### config.mk
export PLATFORM = sky130hd
export DESIGN_NAME = utf8_to_code_point_decoder_top
export DESIGN_NICKNAME = d
export VERILOG_FILES = /design/src/rtl/u2cp_pkg.sv /design/src/rtl/u2cp_input_stage.sv /design/src/rtl/u2cp_decode.sv /design/src/rtl/utf8_to_code_point_decoder_top.sv
export SDC_FILE = /design/constraint.sdc
export NUM_CORES = 1
export LEC_CHECK = 0
export ABC_AREA = 1
export ABC_CLOCK_PERIOD_IN_PS = 3090
export BUFFER_PORTS_ARGS = -buffer_cell sky130_fd_sc_hd__buf_4
export CAP_MARGIN = 20
export CORE_ASPECT_RATIO = 1.2
export CORE_MARGIN = 5
export CORE_UTILIZATION = 28
export DETAILED_ROUTE_END_ITERATION = 8
export MAX_ROUTING_LAYER = met4
export PLACE_DENSITY_LB_ADDON = 0.08
export RECOVER_POWER = 50
export SLEW_MARGIN = 30
export SYNTH_ARGS = -nofsm -noshare
export SYNTH_HDL_FRONTEND = slang
export SYNTH_HIERARCHICAL = 1
export SYNTH_SLANG_ARGS = --single-unit
### constraint.sdc
create_clock -name clk -period 3.09 [get_ports clk]
set_input_delay 0.618 -clock clk [delete_from_list [all_inputs] [get_ports clk]]
set_output_delay 0.618 -clock clk [all_outputs]
set_load 0.01 [all_outputs]
### src/rtl/u2cp_pkg.sv
// Package for the UTF-8 to code point decoder.
// Holds field widths, byte class bounds and the decode step result type.
// No dependencies.
`timescale 1ns / 1ps

package u2cp_pkg;

    localparam int BYTE_W = 8;
    localparam int CP_W   = 21;
    localparam int DUE_W  = 2;

    // Lead byte class bounds
    localparam logic [BYTE_W-1:0] ONE_BYTE_LIMIT   = 8'h80;
    localparam logic [BYTE_W-1:0] TWO_BYTE_LIMIT   = 8'hE0;
    localparam logic [BYTE_W-1:0] THREE_BYTE_LIMIT = 8'hF0;

    // Payload masks for lead and continuation bytes
    localparam logic [BYTE_W-1:0] LEAD2_MASK = 8'h1F;
    localparam logic [BYTE_W-1:0] LEAD3_MASK = 8'h0F;
    localparam logic [BYTE_W-1:0] LEAD4_MASK = 8'h07;
    localparam logic [BYTE_W-1:0] CONT_MASK  = 8'h3F;

    // Continuation bytes due after each lead class
    localparam logic [DUE_W-1:0] DUE_NONE  = 2'd0;
    localparam logic [DUE_W-1:0] DUE_ONE   = 2'd1;
    localparam logic [DUE_W-1:0] DUE_TWO   = 2'd2;
    localparam logic [DUE_W-1:0] DUE_THREE = 2'd3;

    // Outcome of one decode step
    typedef struct packed {
        logic              emit;
        logic [CP_W-1:0]   cp_value;
        logic              last;
        logic [DUE_W-1:0]  bytes_due;
        logic [CP_W-1:0]   partial_point;
    } step_result_t;

endpackage

### src/rtl/u2cp_input_stage.sv
// Input register of the UTF-8 decoder: holds one byte transaction.
// Depends on u2cp_pkg.
`timescale 1ns / 1ps

module u2cp_input_stage (
    input  logic                        clk,
    input  logic                        rst_n,
    input  logic                        in_valid,
    output logic                        in_stall,
    input  logic [u2cp_pkg::BYTE_W-1:0] in_byte,
    input  logic                        end_of_string,
    input  logic                        advance,
    output logic                        held_valid,
    output logic [u2cp_pkg::BYTE_W-1:0] held_byte,
    output logic                        held_eos
);
    import u2cp_pkg::*;

    logic              valid_reg;
    logic              valid_next;
    logic [BYTE_W-1:0] byte_reg;
    logic              eos_reg;

    // Stall only while a held byte cannot move on
    assign in_stall = valid_reg && !advance;

    assign valid_next = (in_valid && !in_stall) ? 1'b1 :
                        (advance ? 1'b0 : valid_reg);

    // Hold valid flag
    always_ff @(posedge clk or negedge rst_n)
    begin
        if (!rst_n)
        begin
            valid_reg <= 1'b0;
        end
        else
        begin
            valid_reg <= valid_next;
        end
    end

    // Capture payload on each accepted transaction
    always_ff @(posedge clk)
    begin
        if (in_valid && !in_stall)
        begin
            byte_reg <= in_byte;
            eos_reg  <= end_of_string;
        end
    end

    assign held_valid = valid_reg;
    assign held_byte  = byte_reg;
    assign held_eos   = eos_reg;

endmodule

### src/rtl/u2cp_decode.sv
// Decode step of the UTF-8 decoder: classes a lead byte or merges a
// continuation byte into the partial code point. Depends on u2cp_pkg.
`timescale 1ns / 1ps

module u2cp_decode (
    input  logic [u2cp_pkg::BYTE_W-1:0] in_byte,
    input  logic                        eos,
    input  logic [u2cp_pkg::DUE_W-1:0]  bytes_due,
    input  logic [u2cp_pkg::CP_W-1:0]   partial_point,
    output u2cp_pkg::step_result_t      result
);
    import u2cp_pkg::*;

    logic [CP_W-1:0]  lead_point;
    logic [DUE_W-1:0] lead_due;
    logic [CP_W-1:0]  cont_bits;
    logic [CP_W-1:0]  merged;
    logic [DUE_W-1:0] cont_due;

    // Class the lead byte
    always_comb
    begin
        if (in_byte < ONE_BYTE_LIMIT)
        begin
            lead_point = {{(CP_W-BYTE_W){1'b0}}, in_byte};
            lead_due   = DUE_NONE;
        end
        else if (in_byte < TWO_BYTE_LIMIT)
        begin
            lead_point = {{(CP_W-BYTE_W){1'b0}}, in_byte & LEAD2_MASK} << 6;
            lead_due   = DUE_ONE;
        end
        else if (in_byte < THREE_BYTE_LIMIT)
        begin
            lead_point = {{(CP_W-BYTE_W){1'b0}}, in_byte & LEAD3_MASK} << 12;
            lead_due   = DUE_TWO;
        end
        else
        begin
            lead_point = {{(CP_W-BYTE_W){1'b0}}, in_byte & LEAD4_MASK} << 18;
            lead_due   = DUE_THREE;
        end
    end

    // Place continuation bits by the number still due
    always_comb
    begin
        cont_bits = {{(CP_W-BYTE_W){1'b0}}, in_byte & CONT_MASK};
        case (bytes_due)
            DUE_TWO:   cont_bits = cont_bits << 6;
            DUE_THREE: cont_bits = cont_bits << 12;
            default:   cont_bits = cont_bits;
        endcase
        merged   = partial_point | cont_bits;
        cont_due = bytes_due - DUE_ONE;
    end

    // Pick the outcome; clear state whenever a code point leaves
    always_comb
    begin
        if (bytes_due == DUE_NONE)
        begin
            result.emit     = (lead_due == DUE_NONE) || eos;
            result.cp_value = lead_point;
            result.last     = eos;
        end
        else
        begin
            result.emit     = (cont_due == DUE_NONE) || eos;
            result.cp_value = merged;
            result.last     = eos;
        end

        if (result.emit)
        begin
            result.bytes_due     = DUE_NONE;
            result.partial_point = '0;
        end
        else if (bytes_due == DUE_NONE)
        begin
            result.bytes_due     = lead_due;
            result.partial_point = lead_point;
        end
        else
        begin
            result.bytes_due     = cont_due;
            result.partial_point = merged;
        end
    end

endmodule

### src/rtl/utf8_to_code_point_decoder_top.sv
// Top level of the UTF-8 to code point decoder.
// Depends on u2cp_pkg, u2cp_input_stage and u2cp_decode.
`timescale 1ns / 1ps

// Usage
// Input channel: in_valid / in_stall with in_byte and end_of_string, one
// UTF-8 byte per transaction. Output channel: out_valid / out_stall with
// cp_value and last; a transaction moves on an edge where valid is high and
// stall is low.
// A byte taken into the input register is decoded there and lands in the
// result register once that register is empty or draining, and the code
// point leaves when out_stall is low. One byte is taken every cycle unless
// the receiver stalls a waiting result; the rate is set by the single decode
// step between the input and result registers.
// Bytes that complete no code point produce no output transaction.
// A byte with end_of_string set closes the string: any unfinished sequence
// is emitted at once with its missing bits as zero and last set.
// Reset clears both valid flags and the sequence state (no bytes due, empty
// partial code point). While the receiver stalls a waiting result, it holds,
// at most one more byte is held in the input register, and then in_stall rises.

module utf8_to_code_point_decoder_top (
    input  logic                        clk,
    input  logic                        rst_n,
    input  logic                        in_valid,
    output logic                        in_stall,
    input  logic [u2cp_pkg::BYTE_W-1:0] in_byte,
    input  logic                        end_of_string,
    output logic                        out_valid,
    input  logic                        out_stall,
    output logic [u2cp_pkg::CP_W-1:0]   cp_value,
    output logic                        last
);
    import u2cp_pkg::*;

    logic              advance;
    logic              held_valid;
    logic [BYTE_W-1:0] held_byte;
    logic              held_eos;
    step_result_t      step;

    logic [DUE_W-1:0]  bytes_due_reg;
    logic [CP_W-1:0]   partial_point_reg;
    logic              out_valid_reg;
    logic              out_valid_next;
    logic [CP_W-1:0]   cp_value_reg;
    logic              last_reg;

    // Result register can take a new value when empty or draining
    assign advance = !out_valid_reg || !out_stall;

    u2cp_input_stage u_input (
        .clk           (clk),
        .rst_n         (rst_n),
        .in_valid      (in_valid),
        .in_stall      (in_stall),
        .in_byte       (in_byte),
        .end_of_string (end_of_string),
        .advance       (advance),
        .held_valid    (held_valid),
        .held_byte     (held_byte),
        .held_eos      (held_eos)
    );

    u2cp_decode u_decode (
        .in_byte       (held_byte),
        .eos           (held_eos),
        .bytes_due     (bytes_due_reg),
        .partial_point (partial_point_reg),
        .result        (step)
    );

    assign out_valid_next = advance ? (held_valid && step.emit) : out_valid_reg;

    // Advance sequence state and result valid flag
    always_ff @(posedge clk or negedge rst_n)
    begin
        if (!rst_n)
        begin
            bytes_due_reg     <= DUE_NONE;
            partial_point_reg <= '0;
            out_valid_reg     <= 1'b0;
        end
        else
        begin
            out_valid_reg <= out_valid_next;
            if (advance && held_valid)
            begin
                bytes_due_reg     <= step.bytes_due;
                partial_point_reg <= step.partial_point;
            end
        end
    end

    // Load result payload when a code point leaves the decode step
    always_ff @(posedge clk)
    begin
        if (advance && held_valid && step.emit)
        begin
            cp_value_reg <= step.cp_value;
            last_reg     <= step.last;
        end
    end

    assign out_valid = out_valid_reg;
    assign cp_value  = cp_value_reg;
    assign last      = last_reg;

endmodule
Word-level counts from Yosys, hierarchy flattened
Cells that the tools add are included.
{ "totals": {"register_bits": 56, "inputBits": 13, "output_inout_bits": 24} }
{ "classes": {"n_lt_le_gt_ge": 3, "add_sub_neg": 1, "bitwise": 1, "muxes": 12, "reduce_logical": 16, "eq_ne": 2} }
{ "ops": {"columns": ["cell", "count"], "rows": [
  ["$mux 23", 3],
  ["$mux 21", 3],
  ["$pmux 18 s2", 1],
  ["$lt 8x8->1 const B", 3],
  ["$or 21x18->21", 1],
  ["$logic_not 2->1", 3],
  ["$logic_and 1x1->1", 5],
  ["$eq 2x2->1 const B", 2],
  ["$logic_not 1->1", 4],
  ["$mux 2", 2],
  ["$logic_or 1x1->1", 3],
  ["$mux 1", 3],
  ["$reduce_bool 2->1", 1],
  ["$sub 2x1->2 const B", 1]
]} }

Depth between registers and ports, before layout
Gate-level depths: netlist of the first run.
{ "logic_depth": {"ltp_word": 8, "ltp_mapped": 8, "depth_no_buf": 8} }

Modules after synthesis
The synthesis of the first run kept the hierarchy.
{ "by_module_without_submodules": {"columns": ["mod", "seq_area_each_um2", "area_per_inst_um2", "cells_each", "instances"], "rows": [
  ["utf8_to_code_point_decoder_top", 1261.2, 1634.1, 127, 1],
  ["u2cp_decode", 0.0, 669.4, 130, 1],
  ["u2cp_input_stage", 295.3, 327.8, 16, 1]
]} }

Worst setup path before layout of the first run
No wires, ideal clock.
{ "synth_path": {"kind": "reg2reg", "start": "register bytes_due_reg[0]", "end": "register cp_value_reg[0] (netlist: cp_value[0]) (enable)", "path_buffers": 1, "path_stages_with_launch": 8, "arrival_ps": 2095, "slack_ps": 587, "setup_ps": 408, "required_ps": 2682, "cell_sequence": "dfrtp_1 -> inv_2 -> nand2_4 -> nand2_4 -> nand2_4 -> buf_6 -> nand2_1 -> a21oi_1"} }
{ "synth_rtl": {"columns": ["item", "line_no", "source"], "rows": [
  ["from (decl)", "utf8_to_code_point_decoder_top.sv:42", "logic [DUE_W-1:0] bytes_due_reg;"],
  ["from (signal assigned)", "utf8_to_code_point_decoder_top.sv:89", "bytes_due_reg <= step.bytes_due;"],
  ["to (signal assigned)", "utf8_to_code_point_decoder_top.sv:100", "cp_value_reg <= step.cp_value;"],
  ["to (decl)", "utf8_to_code_point_decoder_top.sv:46", "logic [CP_W-1:0] cp_value_reg;"]
]} }

==> results of run 1 <==
## metal layers
layer  vias to the layer above  wire length, um
met5                         -                0
met2                        35             3156
met3                         4              223
met4                         0               61
met1                       901             3017
li1                        974                -
## worst reg2reg max path, delay by kind of cell, from the launching register on
family,cells,cell delay (ns)
compound gates,1,0.35
flops,1,0.48
simple gates,4,0.76
buf+inv,2,0.38
## stage by stage
step / hold WS (ns) / utilization (%) / total power, W / std cells / instance area [um^2]
floorplan: 0.3224 / - / 0.001115 / 273 / 2631
global placement: 0.4493 / 32.74 / 0.001247 / 420 / 2989
detailed placement: 0.4534 / 32.74 / 0.001245 / 420 / 2989
CTS: 0.2226 / 33.65 / 0.001639 / 428 / 3072
global route: 0.4760 / 32.50 / 0.001671 / 428 / 2967
finish: 0.4760 / 32.50 / 0.001576 / 428 / 2967
## power by group through the flow
stage / logic, W / clock network [W] / registers (W)
finish: 0.000290 / 0.000389 / 0.000897
global route: 0.000329 / 0.000435 / 0.000906
CTS: 0.000329 / 0.000410 / 0.000901
detailed placement: 0.000328 / 0 / 0.000917
global placement: 0.000331 / 0 / 0.000916
floorplan: 0.000190 / 0 / 0.000925
## cell families (layout without fill, tap and decap cells)
| family | Yosys count | count (layout) | synth area share (%) |
|---|---|---|---|
| and+or+nand+nor | 147 | 147 | 25.73 |
| DFF | 56 | 56 | 59.15 |
| buffers and inverters | 36 | 71 | 7.418 |
| AOI/OAI and AO/OA | 34 | 34 | 7.703 |
## cell type report
cell class	count	area, um^2	share of cell area, %
multi-input combinational	181	860.8	29.02
clock buffer	5	68.82	2.320
timing repair buffer	40	230.2	7.760
clock inverter	3	13.76	0.4639
sequential	56	1556	52.47
tap	120	150.1	5.061
inverter	23	86.33	2.910
## cells in the mapped netlist (all sizes together)
cell type  instances  area share [%]
o21ai              9             1.9
nand3             37             7.0
dfrtp             25              24
a21oi             18             4.0
buf               13             4.1
o22ai              3            0.71
inv               22             3.1
clkinv             1            0.14
nand4              1            0.24
nor3               7             2.1
o21bai             4             1.1
nor2              14             2.3
nand2             88              14
edfxtp            31              35
## worst max-delay path by stage
stage                           startpoint            to  slack [ns]  cells past startpoint
after floorplan           bytes_due_reg[0]   cp_value[0]        0.59                      7
after global placement    bytes_due_reg[0]   cp_value[7]        1.05                      7
after detailed placement  bytes_due_reg[0]   cp_value[8]        0.97                      7
after CTS                 bytes_due_reg[0]  cp_value[11]        0.96                      7
after global routing      bytes_due_reg[0]  cp_value[11]        0.59                      7
final                     bytes_due_reg[0]   cp_value[6]        0.83                      7
## cell usage in the layout, fill, tap and decap left out, types with 3 or more instances in the layout
cell type	count
a21oi_1	13
a21oi_2	5
buf_4	8
clkbuf_1	22
clkbuf_4	9
clkbuf_8	5
dfrtp_1	25
edfxtp_1	31
inv_1	21
nand2_1	85
nand2_4	3
nand3_1	37
nor2_1	13
nor3_1	3
nor3_2	4
o21ai_0	8
o21bai_1	4
o22ai_1	3
==> summary.md, run 1 <==
| Metric | Value |
|---|---|
| CP max stage cell | dfrtp_1 |
| Synth Area per Inst | 9.638 um^2 |
| Sw Ratio | slightly above 30% |
| Reg2reg end | cp_value[6] |
| RSZ-0062 raised after global routing | false |
| Clock sink count | 56 |
| Seq/Total Area, Yosys | 59.15% |
| Placer Congestion | around 0.80 |
| R2R depth | 7 |
| Distinct cells, synth | 23 |
| Root buf cell | clkbuf_8 |
| Status | complete, but fails checks |
| First-pass GRT wire length | 10800 um |
| Endpoints failing setup | 0 |
| Overall die width | ~100 um |
| Synth warn | 6 |
| Vias in the first global route | 2003 |
| I/O pin count | 37 |
| Fmax | 442.9 MHz |
| Measured slew at the worst slew-check pin | between 1.5 and 2 ns |
| Peak VDD IR | 0.2254 mV |
| Core region area | 9129 um^2 |
| Flops & latches, synth | 56 |
| R2r setup slk | 0.83 ns |
| Hold Startpoint | partial_point_reg[13] |
| Hold buffers post-CTS | 0 |
| Worst EP required | 3.12 ns |
| Worst-path fanout max | 23 |
| Crit start category | register |
| Post-place setup slack | a little under 1 ns |
| Most numerous cell on the critical path | nand2_1 |
| Logic pwr share | 18.4% |
| Initial antenna violation count | 0 |
| Initial Utilization | between 20% and 30% |
| Cell count after synthesis | about 270 |
| Hold Fails Final Rpt | 0 |
| Met1 usage | 15.56% |
| Crit. End Element | register |
| Per-cell routed wire length | 15.09 um |
| Post-route setup slack | 0.8321 ns |
| CTS tree | yes |
| CP cell instances | inv_1 > nand2_1 > nand2_1 > nand2_4 > nand2_1 > a21oi_2 > buf_12 |
| Max-slew violations | 26 |
| Final WL | 6458 um |
| GR Util met2 | 20.66% |
| Grt total ovfl | 0 |
| Via count | 1914 |
| Violations in the final reports | max-capacitance violations, max-slew violations |
| Htree depth | 2 |
| Arrival time worst endpoint | 2.28 ns |
| Switching power | 0.0004789 W |
| Family with the most delay on the worst path | simple AND/OR/NAND/NOR gates |
| Buffers plus inverters on the worst setup path | 2 |
| Worst-path clk slew | 0.10 ns |
| Clock latency on the worst-skew pair | roughly 0.31 ns |
| Gr usage total | 12.38% |
| Hold Path Sink | partial_point_reg[13] |
| Clk pwr share | 24.7% |
| Die height | around 120 um |
| M3 GR Usage | 2.330% |
| Port Buf Inserts | 36 |
| Syn_nets | 286 |
| Cell Rows | 38 |
| Gr busiest metal | met2 |
| Layout overhead on the synthesized area | 12.74% |
| Initial detailed-routing violation count | 102 |
| Max-cap viol count | 1 |
| Nets@finish | 320 |
| # diodes | 0 |
| Post-DRT Antenna Nets | 0 |
| PwrDens | 531.2 nW/um^2 |
| CTS-repair resized insts | 0 |
| TritonRoute pass-1 iters | 4 |
| Hold Path Cell Cnt | 2 |
| Seq pwr share | 56.9% |
| Filler cell count in the final layout | just under 1000 |
| HP Class | reg -> reg |
| Crit share post-route | 73.07% |
| # DRC | 0 |
| Worst slew margin | -3.563% |
| Crit Path Category | reg -> reg |
| Worst r2r src | bytes_due_reg[0] |
| Num CTS Buffers | 5 |
| Slowest stage delay, CP | 0.48 ns |
| Final min period | 2.258 ns |
| Pleak | ~1.3 nW |
| Vias/cell | 4.472 |
| P_int | 0.001097 W |
| Share of post-route cells with drive strength above 1 | 12.99% |
| Post-CTS setup buffers | 0 |
| Setup_tns | 0 ns |
| Clk_skew | 0.002840 ns |
| Largest net degree at the start of global routing | 26 |
| DP Wirelength | 4362 um |
| Mapped Area | 2631 um^2 |
| Die ar. | roughly 11000 um^2 |
| Bufs on Longest Clock Path | 2 |
Power figures use the tool's default switching activity.
==> run 2: changes to the inputs <==
Settings changed: ABC_CLOCK_PERIOD_IN_PS 3090 to 2029.
Clock period 3.09 ns to 2.03 ns, I/O delays scaled along.
==> run 2 against run 1 <==
Compared with the run above:
- the flow still finishes with violations (max-capacitance violations, max-slew violations)
- register-to-register slack worse by 0.62 ns
- power up 55%
- design area up 0.93%
- sequential share of layout area fell by 0.48 points
- via count is 1.9% higher
- cell count grew 0.47%
- wire length rose by 1.6%
- clock skew increased by 0.0024 ns
- critical endpoint is now cp_value[7]
==> summary.md, run 2 (synthesized netlist as in run 1, its figures left out) <==
| Metric | Value |
|---|---|
| DP Wirelength | 4422 um (+1.4%) |
| Status | complete, but fails checks |
| I/O pin count | 37 (unchanged) |
| Filler cell count in the final layout | 982 (+0.41%) |
| Sequential cell area | 1556 um^2 (unchanged) |
| Final core area utilization | 32.80% (+0.30 points) |
| Layout overhead on the synthesized area | 13.79% |
| Post-CTS setup buffers | 0 (unchanged) |
| Port Buf Inserts | 36 (unchanged) |
| Clock sink count | 56 (unchanged) |
| R2R depth | 7 (unchanged) |
| Crit start category | register |
| Endpoints failing setup | 0 (unchanged) |
| Largest net degree at the start of global routing | 26 (unchanged) |
| Reg2reg end | cp_value[7] |
| Per-cell routed wire length | 15.26 um (+1.2%) |
| Fmax | 549.3 MHz (+24%) |
| Pleak | 1.319 nW (+0.33%) |
| Hold Path Sink | u_input/held_byte[3] |
| Final min period | 1.820 ns (-0.4375 ns) |
| Hold Startpoint | in_byte[3] |
| Overall die width | 98.50 um (unchanged) |
| Worst r2r src | bytes_due_reg[0] |
| TritonRoute pass-1 iters | 4 (unchanged) |
| Arrival time worst endpoint | 1.84 ns (-0.44 ns) |
| Max-cap viol count | 1 (unchanged) |
| RSZ-0062 raised after global routing | false |
| Multi-input logic area | 875.8 um^2 (+1.7%) |
| Hold Path Cell Cnt | 1 (-1) |
| Htree depth | 2 (unchanged) |
| Worst EP required | 2.05 ns (-1.07 ns) |
| First-pass GRT wire length | 10610 um (-1.7%) |
| Grt total ovfl | 0 (unchanged) |
| Setup_tns | 0 ns (unchanged) |
| Die ar. | 11440 um^2 (unchanged) |
| Gr usage total | 12.31% (-0.071 points) |
| Worst slew margin | -6.227% (-2.7 points) |
| Via count | 1950 (+1.9%) |
| PwrDens | 817.8 nW/um^2 (+54%) |
| R2r setup slk | 0.21 ns (-0.62 ns) |
| Num CTS Buffers | 5 (unchanged) |
| Most common cell after layout, fill and taps aside | nand2_1 |
| Root buf cell | clkbuf_8 |
| Measured slew at the worst slew-check pin | 1.593 ns (+0.03995 ns) |
| Vias/cell | 4.535 (+1.4%) |
| Post-route setup slack | 0.2096 ns (-0.6225 ns) |
| Cell Rows | 38 (unchanged) |
| HP Class | in -> reg |
| Crit Path Category | reg -> reg |
| Placer Congestion | 0.7970 (-0.88%) |
| Peak VDD IR | 0.2999 mV (+33%) |
| Hold Fails Final Rpt | 0 (unchanged) |
| Post-place setup slack | 0.2637 ns (-0.7106 ns) |
| Worst-path fanout max | 18 (-22%) |
| # DRC | 0 (unchanged) |
| Clock latency on the worst-skew pair | 0.30 ns (about the same) |
| Nets@finish | 322 (+0.63%) |
| Max-slew violations | 26 (unchanged) |
| # diodes | 0 (unchanged) |
| Hold buffers post-CTS | 0 (unchanged) |
| Post-DRT Antenna Nets | 0 (unchanged) |
| CTS-repair resized insts | 0 (unchanged) |
| Most frequent cells in the layout | 83 x nand2_1, 37 x nand3_1, 31 x edfxtp_1, 26 x clkbuf_1, 25 x dfrtp_1 |
| Clk_skew | 0.005203 ns (+0.002363 ns) |
| Initial antenna violation count | 0 (unchanged) |
| Crit share post-route | 89.68% (+17 points) |
| Share of post-route cells with drive strength above 1 | 13.23% (+0.24 points) |
| Die height | 116.2 um (unchanged) |
| Initial Utilization | 28.82% (unchanged) |
| Worst-path clk slew | 0.09 ns (about the same) |
| Bufs on Longest Clock Path | 2 (unchanged) |
| CTS tree | yes |
| Crit. End Element | register |
| Core region area | 9129 um^2 (unchanged) |
| Violations in the final reports | max-capacitance violations, max-slew violations |
| Final WL | 6563 um (+1.6%) |
| Vias in the first global route | 1999 (-0.20%) |
| Initial detailed-routing violation count | 104 (+2.0%) |
## run 2: cell types whose count changed in the layout (fill, tap and decap cells not counted)
cell / before / now
clkbuf_1: 22 / 26
clkinv_2: 2 / 0
nand2_1: 85 / 83
nand2_4: 3 / 5
buf_4: 8 / 7
clkbuf_2: 0 / 1
clkbuf_8: 5 / 6
clkinv_1: 2 / 1
## run 2: final cells by class
| class | count | share of cell area (%) |
|---|---|---|
| Sequential cell | 56 | 51.98 |
| Multi-Input combinational cell | 181 | 29.25 |
| Clock buffer | 8 | 3.009 |
| Timing Repair Buffer | 42 | 7.856 |
| Tap cell | 120 | 5.015 |
| Inverter | 23 | 2.883 |
## run 2: worst max-delay path, cell delays in order, from the launching register on
cell and delay, ns:
dfrtp_1 0.49, inv_1 0.20, nand2_4 0.11, nand2_4 0.08, nand2_4 0.08, nand2_1 0.07
a21oi_2 0.30, buf_12 0.21
## run 2: power by group
part           internal [W]  switching [W]  total [W]
combinational      0.000125       0.000329   0.000453
sequential          0.00131      0.0000524    0.00136
clock              0.000280       0.000351   0.000631
## run 2: routing by layer
layer / share of wire [%] / GRT usage, % / up-vias
met5: 0 / - / -
met4: 1.5 / 3.825 / 0
met3: 3.7 / 2.389 / 9
met2: 49 / 20.61 / 47
met1: 46 / 15.15 / 922
li1: - / - / 972
## run 2: how the worst max path moves through the flow
stage,start,endpoint,slack (ns),cells after the start
floorplan,bytes_due_reg[0],cp_value[0],0.01,7
global placement,bytes_due_reg[0],last,0.29,7
detailed placement,bytes_due_reg[0],last,0.26,7
CTS,bytes_due_reg[0],cp_value[8],0.25,7
global route,bytes_due_reg[0],cp_value[10],0.10,7
finish,bytes_due_reg[0],cp_value[7],0.21,7
## run 2: metrics by stage
step                cells  area [um^2]  total power (W)  hold slack, ns
floorplan             273         2635         0.001698          0.1104
global placement      422         3004         0.001904          0.3613
detailed placement    422         3004         0.001902          0.3580
CTS                   430         3094         0.002540         0.01488
global route          430         2994         0.002579          0.2756
finish                430         2994         0.002449          0.2939
